## src/hw/rtl/blk3_pkg.sv

```systemverilog
package blk3_pkg;

   typedef logic [31:0] word_type;

   localparam logic [1:0] OP_LOAD_CV  = 2'd0;
   localparam logic [1:0] OP_LOAD_MSG = 2'd1;
   localparam logic [1:0] OP_COMPRESS = 2'd2;

   localparam int NUM_ROUNDS = 7;
   localparam logic [2:0] LAST_ROUND = 3'(NUM_ROUNDS - 1);

   localparam word_type IV_WORDS [4] = '{
      32'h6A09E667, 32'hBB67AE85, 32'h3C6EF372, 32'hA54FF53A
   };

   localparam logic [3:0] SCHED [NUM_ROUNDS][16] = '{
      '{4'd0, 4'd1, 4'd2, 4'd3, 4'd4, 4'd5, 4'd6, 4'd7,
        4'd8, 4'd9, 4'd10, 4'd11, 4'd12, 4'd13, 4'd14, 4'd15},
      '{4'd2, 4'd6, 4'd3, 4'd10, 4'd7, 4'd0, 4'd4, 4'd13,
        4'd1, 4'd11, 4'd12, 4'd5, 4'd9, 4'd14, 4'd15, 4'd8},
      '{4'd3, 4'd4, 4'd10, 4'd12, 4'd13, 4'd2, 4'd7, 4'd14,
        4'd6, 4'd5, 4'd9, 4'd0, 4'd11, 4'd15, 4'd8, 4'd1},
      '{4'd10, 4'd7, 4'd12, 4'd9, 4'd14, 4'd3, 4'd13, 4'd15,
        4'd4, 4'd0, 4'd11, 4'd2, 4'd5, 4'd8, 4'd1, 4'd6},
      '{4'd12, 4'd13, 4'd9, 4'd11, 4'd15, 4'd10, 4'd14, 4'd8,
        4'd7, 4'd2, 4'd5, 4'd3, 4'd0, 4'd1, 4'd6, 4'd4},
      '{4'd9, 4'd14, 4'd11, 4'd5, 4'd8, 4'd12, 4'd15, 4'd1,
        4'd13, 4'd3, 4'd0, 4'd10, 4'd2, 4'd6, 4'd4, 4'd7},
      '{4'd11, 4'd15, 4'd5, 4'd0, 4'd1, 4'd9, 4'd8, 4'd6,
        4'd14, 4'd10, 4'd2, 4'd12, 4'd3, 4'd4, 4'd7, 4'd13}
   };

endpackage

```

## src/hw/rtl/blake3_compression_top.sv

```systemverilog
// Load items produce no result; busy stays low.
// A compress item runs 112 half-mix steps on one shared mixing unit
// (7 rounds of 16), a finalize step, then eight result items with rsp_strobe.
// The first result is on the ports after the run and finalize states; the receiver cannot stall.
// Reset clears the chaining and message stores to zero and returns the sequencer to idle.
module blake3_compression_top (
   input  logic               clock,
   input  logic               reset,
   input  logic               start,
   output logic               busy,
   input  logic [1:0]         req_opcode,
   input  logic [2:0]         req_slot,
   input  blk3_pkg::word_type req_data_lo,
   input  blk3_pkg::word_type req_data_hi,
   input  logic [63:0]        req_block_counter,
   input  logic [6:0]         req_block_length,
   input  logic [7:0]         req_domain_flags,
   output logic               rsp_strobe,
   output blk3_pkg::word_type rsp_out_lo,
   output blk3_pkg::word_type rsp_out_hi,
   output logic [2:0]         rsp_out_index,
   output logic               rsp_last
);
   import blk3_pkg::*;

   localparam logic [1:0] ST_IDLE = 2'd0;
   localparam logic [1:0] ST_RUN  = 2'd1;
   localparam logic [1:0] ST_FIN  = 2'd2;
   localparam logic [1:0] ST_OUT  = 2'd3;

   localparam logic [1:0] ROT_NORMAL    = 2'd0;
   localparam logic [1:0] ROT_TO_DIAG   = 2'd1;
   localparam logic [1:0] ROT_FROM_DIAG = 2'd2;

   logic [1:0] state_ff, state_in;
   logic [2:0] round_ff, round_in;
   logic [3:0] pos_ff, pos_in;
   logic [2:0] cnt_ff, cnt_in;
   word_type   msg_word_ff, msg_word_in;
   word_type   v_ff [16];
   word_type   v_in [16];
   word_type   chain_ff [8];
   word_type   msg_ff [16];

   word_type   v_mix [16];
   word_type   v_rot [16];
   word_type   a_new, b_new, c_new, d_new;
   logic [1:0] rot_mode;
   logic [2:0] round_next;
   logic [3:0] pos_next;
   logic       accept;

   assign accept = start && !busy;
   assign busy   = (state_ff != ST_IDLE);

   blk3_half_mix u_mix (
      .a           (v_ff[0]),
      .b           (v_ff[4]),
      .c           (v_ff[8]),
      .d           (v_ff[12]),
      .msg_word    (msg_word_ff),
      .second_half (pos_ff[0]),
      .a_new       (a_new),
      .b_new       (b_new),
      .c_new       (c_new),
      .d_new       (d_new)
   );

   always_comb begin
      v_mix     = v_ff;
      v_mix[0]  = a_new;
      v_mix[4]  = b_new;
      v_mix[8]  = c_new;
      v_mix[12] = d_new;
   end

   always_comb begin
      if (pos_ff == 4'd7) begin
         rot_mode = ROT_TO_DIAG;
      end else if (pos_ff == 4'd15) begin
         rot_mode = ROT_FROM_DIAG;
      end else begin
         rot_mode = ROT_NORMAL;
      end
   end

   // After the second half of each mix, every row shifts left by one word so the
   // next mix again works on column zero; phase changes fold in the diagonal shuffle.
   always_comb begin
      v_rot = v_mix;
      if (pos_ff[0]) begin
         for (int r = 0; r < 4; r++) begin
            for (int j = 0; j < 4; j++) begin
               case (rot_mode)
                  ROT_TO_DIAG: begin
                     v_rot[4*r+j] = v_mix[4*r + ((j + r + 1) % 4)];
                  end
                  ROT_FROM_DIAG: begin
                     v_rot[4*r+j] = v_mix[4*r + ((j + 5 - r) % 4)];
                  end
                  default: begin
                     v_rot[4*r+j] = v_mix[4*r + ((j + 1) % 4)];
                  end
               endcase
            end
         end
      end
   end

   always_comb begin
      pos_next   = pos_ff + 4'd1;
      round_next = (pos_ff == 4'd15) ? round_ff + 3'd1 : round_ff;
   end

   always_comb begin
      state_in    = state_ff;
      round_in    = round_ff;
      pos_in      = pos_ff;
      cnt_in      = cnt_ff;
      msg_word_in = msg_word_ff;
      v_in        = v_ff;
      case (state_ff)
         ST_IDLE: begin
            if (accept && req_opcode == OP_COMPRESS) begin
               for (int i = 0; i < 8; i++) begin
                  v_in[i] = chain_ff[i];
               end
               for (int i = 0; i < 4; i++) begin
                  v_in[8+i] = IV_WORDS[i];
               end
               v_in[12]    = req_block_counter[31:0];
               v_in[13]    = req_block_counter[63:32];
               v_in[14]    = {25'd0, req_block_length};
               v_in[15]    = {24'd0, req_domain_flags};
               round_in    = 3'd0;
               pos_in      = 4'd0;
               msg_word_in = msg_ff[SCHED[0][0]];
               state_in    = ST_RUN;
            end
         end
         ST_RUN: begin
            v_in   = v_rot;
            pos_in = pos_next;
            if (round_ff == LAST_ROUND && pos_ff == 4'd15) begin
               state_in = ST_FIN;
            end else begin
               round_in    = round_next;
               msg_word_in = msg_ff[SCHED[round_next][pos_next]];
            end
         end
         ST_FIN: begin
            for (int i = 0; i < 8; i++) begin
               v_in[i]   = v_ff[i] ^ v_ff[i+8];
               v_in[i+8] = v_ff[i+8] ^ chain_ff[i];
            end
            cnt_in   = 3'd0;
            state_in = ST_OUT;
         end
         ST_OUT: begin
            for (int i = 0; i < 14; i++) begin
               v_in[i] = v_ff[i+2];
            end
            cnt_in = cnt_ff + 3'd1;
            if (cnt_ff == 3'd7) begin
               state_in = ST_IDLE;
            end
         end
         default: begin
            state_in = ST_IDLE;
         end
      endcase
   end

   always_ff @(posedge clock) begin
      if (reset) begin
         state_ff <= ST_IDLE;
         round_ff <= 3'd0;
         pos_ff   <= 4'd0;
         cnt_ff   <= 3'd0;
      end else begin
         state_ff <= state_in;
         round_ff <= round_in;
         pos_ff   <= pos_in;
         cnt_ff   <= cnt_in;
      end
   end

   always_ff @(posedge clock) begin
      msg_word_ff <= msg_word_in;
      v_ff        <= v_in;
   end

   always_ff @(posedge clock) begin
      if (reset) begin
         for (int i = 0; i < 8; i++) begin
            chain_ff[i] <= '0;
         end
         for (int i = 0; i < 16; i++) begin
            msg_ff[i] <= '0;
         end
      end else if (accept) begin
         if (req_opcode == OP_LOAD_CV) begin
            chain_ff[{req_slot[1:0], 1'b0}] <= req_data_lo;
            chain_ff[{req_slot[1:0], 1'b1}] <= req_data_hi;
         end else if (req_opcode == OP_LOAD_MSG) begin
            msg_ff[{req_slot, 1'b0}] <= req_data_lo;
            msg_ff[{req_slot, 1'b1}] <= req_data_hi;
         end
      end
   end

   assign rsp_strobe    = (state_ff == ST_OUT);
   assign rsp_out_lo    = v_ff[0];
   assign rsp_out_hi    = v_ff[1];
   assign rsp_out_index = cnt_ff;
   assign rsp_last      = (cnt_ff == 3'd7);

   a_strobe_busy: assert property (@(posedge clock) disable iff (reset)
      rsp_strobe |-> busy)
      else $error("result strobe outside a compression");

   a_last_idle: assert property (@(posedge clock) disable iff (reset)
      rsp_strobe && rsp_last |=> !busy && !rsp_strobe)
      else $error("block still busy after the last item");

   a_index_step: assert property (@(posedge clock) disable iff (reset)
      rsp_strobe && !rsp_last |=> rsp_strobe && rsp_out_index == $past(rsp_out_index) + 3'd1)
      else $error("result items not consecutive");

   a_compress_start: assert property (@(posedge clock) disable iff (reset)
      start && !busy && req_opcode == OP_COMPRESS |=> busy && !rsp_strobe)
      else $error("compress item did not start the sequencer");

endmodule

```

## src/hw/rtl/blk3_half_mix.sv

```systemverilog
module blk3_half_mix (
   input  blk3_pkg::word_type a,
   input  blk3_pkg::word_type b,
   input  blk3_pkg::word_type c,
   input  blk3_pkg::word_type d,
   input  blk3_pkg::word_type msg_word,
   input  logic               second_half,
   output blk3_pkg::word_type a_new,
   output blk3_pkg::word_type b_new,
   output blk3_pkg::word_type c_new,
   output blk3_pkg::word_type d_new
);
   import blk3_pkg::*;

   word_type dx;
   word_type bx;

   always_comb begin
      a_new = a + b + msg_word;
      dx    = d ^ a_new;
      d_new = second_half ? {dx[7:0], dx[31:8]} : {dx[15:0], dx[31:16]};
      c_new = c + d_new;
      bx    = b ^ c_new;
      b_new = second_half ? {bx[6:0], bx[31:7]} : {bx[11:0], bx[31:12]};
   end

endmodule

```

## config.mk

```make
export PLATFORM = sky130hd
export DESIGN_NAME = blake3_compression_top
export DESIGN_NICKNAME = d
export VERILOG_FILES = /design/src/hw/rtl/blk3_pkg.sv /design/src/hw/rtl/blake3_compression_top.sv /design/src/hw/rtl/blk3_half_mix.sv
export SDC_FILE = /design/constraint.sdc
export NUM_CORES = 2
export LEC_CHECK = 0
export BUFFER_PORTS_ARGS = -buffer_cell sky130_fd_sc_hd__buf_2
export CAP_MARGIN = 5
export CORE_MARGIN = 8
export CORE_UTILIZATION = 40
export DETAILED_ROUTE_END_ITERATION = 6
export PLACE_DENSITY_LB_ADDON = 0.08
export SYNTH_ARGS = -nofsm -noshare
export SYNTH_HDL_FRONTEND = slang
export SYNTH_SLANG_ARGS = --single-unit
```

## constraint.sdc

```tcl
create_clock -name clock -period 21.7 [get_ports clock]
set_input_delay 1.085 -clock clock [delete_from_list [all_inputs] [get_ports clock]]
set_output_delay 1.085 -clock clock [all_outputs]
set_load 0.05 [all_outputs]
```

==> impl_results.md <==
* Share of flip-flops with an asynchronous set or reset at 0%
* Drt first pass iters at 7
* Period utilization at 42.3%
* Syn Nets at 7165
* Final core occ at ~44%
* Initial Utilization at between 40% and 50%
* Core area at 192000 µm²
* Chip Height at roughly 450 µm
* Register area at approximately 40000 µm²
* Hold WS at 0.561 ns
* Multi-input gate area at 34600 µm²
* Status: complete, but fails checks
* Clk_lat worst skew at around 0.84 ns
* Failing checks: design-rule violations
* Hold_buf cts at 0
* Finished Cell Area at between 80000 and 90000 µm²
* Rows at 161
* Antenna viol nets, final at 0
* Dpl hpwl at roughly 220000 µm
* Setup CP Type: reg -> reg
* CTS tree: done
* Die W at approximately 450 µm
* CTS root buf: clkbuf_16
* Fin crit period at between 9 and 10 ns
* Synth cell types at 95
* IO Count at between 200 and 250
* CTS clock-pin slew for the worst setup and hold paths at roughly 0.06 ns
* RePlAce Congestion at between 0.9 and 1
* FF+latch count, synth at approximately 1300
* Sequential share of the synthesized area at between 50% and 60%
* Fmax at roughly 0.11 GHz
* Max Root-Sink Buffers at 3
* Final setup TNS at 0 ns
* Max-slew violations at 0
* EDFF count, synth at around 1300
* Required time of the worst setup path at 22.24 ns
* Remaining DRCs at 2
* Maxcap violations at 0
* Rel. slew slack at ~8.6%
* Fin. Hold Viols at 0
* Vias in the first global route at around 57000
* First-pass GRT wire length at ~460000 µm
* Post-synthesis cell count at between 6000 and 7000
* WP data arrival at slightly below 10 ns
* Syn avg cell area at 11.2 µm²
* Post-CTS setup buffers at 0
* IO buf count at 220
* Clock sink count at 1324
* Inserted Clock Buffers at between 150 and 200
* Final WL at about 340000 µm
* Pin count of the biggest net entering global routing at ~130
* Filler cells at about 18000
* Final net count at about 7000
* RSZ-0062 raised after global routing: no
* Share of post-route cells with drive strength above 1 at between 10 and 15%
* Mapped Area at 77100 µm²
* Overall Global Routing Usage at ~31%
* Initial DRC count at ~8600
* Skew final at around 0.036 ns
* Resized cells post-CTS at 0
* Setup crit end kind: flop
* Setup violators final at 0
* Die area at 207000 µm²
* Initial antenna violation count at 43
* Number of vias per cell at about 6.4
* Worst Hold Class: reg -> reg
* GR Overflow Total at 0
* Slew @ Worst Pin at approximately 1.4 ns
* Synth-to-layout area growth at 10.4%
* Main synth FF type: edfxtp_1
* CP startpoint kind: flop
* Placed instance area at around 80000 µm²
* CP max FO at 5
* WL/cell at 35.5 µm
* H-tree Lvls at 4
* Ys Warns at 0
* Vias at ~60000
-- routing by layer --
metal | global-route usage (%) | part of all wire [%]
met3 | 6.79 | 9.9
met2 | 46.6 | 43
met1 | 44.2 | 42
met4 | 13.1 | 5.0
met5 | 0 | 0.024
-- synth_stat cells, drive strengths merged, types with 27 or more instances --
master   count  area, µm²
a22oi       64        480
edfxtp    1312      39400
o221ai      43        377
mux2        78        901
fa          33        661
nand2      497       1870
a2bb2oi    115       1010
o211ai      41        308
nor2b       29        181
nand3       83        415
xnor2      112       1010
a31oi       27        175
ha          88       1100
mux2i      334       3340
a21oi      397       2000
buf        167       1040
o21ai      281       1410
nor2       349       1310
a221oi     301       2640
and2       788       4930
xor2       530       4650
o21a        34        255
inv         79        297
clkbuf     499       1870
a221o      109       1090
a222oi     125       1250
a21o        33        248
-- sequential cells by signal, summed over array words and instances, names as in the netlist --
signal	flops
msg_ff	512
v_ff	448
chain_ff	256
rsp_out_index	3
rsp_out_lo	32
rsp_out_hi	32
round_ff	3
pos_ff	4
state_ff	2
msg_word_ff	32
-- cells in the final DEF (no fill, tap or decap), types with 161 or more instances in the layout --
cell type and instances:
a221oi_1 300, xor2_1 529, clkbuf_16 161, buf_2 220, edfxtp_1 1312, a21oi_1 392, o21ai_0 243, nor2_1 330
mux2i_1 334, nand2_1 490, and2_1 785
-- cell families after synthesis --
family / share of synthesized area (%)
XOR/XNOR: 7.58
adder cells (fa/ha/maj): 2.29
buffers and inverters: 4.18
AO/OA/AOI/OAI: 16.4
AND/OR/NAND/NOR: 12.6
multiplexers: 5.51
flip-flops: 51.4
-- path summary, 6_finish.rpt --
| kind | start | endpoint | slack, ns | cells after the start |
|---|---|---|---|---|
| min | rsp_out_index[0] | rsp_out_index[0] | 0.56 | 2 |
| min reg2reg | rsp_out_index[0] | rsp_out_index[0] | 0.56 | 2 |
| max reg2reg | v_ff[358] | v_ff[294] | 12.53 | 21 |
| max | v_ff[358] | v_ff[294] | 12.53 | 21 |
-- per-stage QoR --
stage,instances,worst slack [ns]
floorplan,6893,11.92
global placement,9126,12.99
detailed placement,9126,12.87
CTS,9414,12.82
global route,9414,12.23
finish,9428,12.53
-- critical path, cell delays in order (launching register included) --
cell      delay (ns)
edfxtp_1        0.59
fa_1            0.51
ha_1            0.37
nand4_1         0.14
nor4b_1         0.97
nor2_1          0.10
nor2b_1         0.21
o211ai_1        0.49
nor2_1          0.25
xor3_1          0.37
mux2i_1         0.61
ha_1            0.42
a21o_1          0.23
a221oi_2        0.58
nor4b_1         0.16
nor3b_2         0.39
o21ai_0         0.28
xnor2_1         0.42
xor2_1          0.94
mux2i_1         0.36
a221oi_1        0.40
a21oi_1         0.07
-- cell type report --
class                      instances  share of cell area, %
tap                             2526                   3.71
inverter                          82                  0.382
clock inverter                    90                  0.982
antenna                           14                 0.0412
timing repair buffer             373                   2.72
multi-input combinational       4821                   40.6
sequential                      1324                   46.6
clock buffer                     198                   4.93
Power is not shown: default switching activity piles up to over one toggle a cycle in this logic, so the estimate is an artifact.
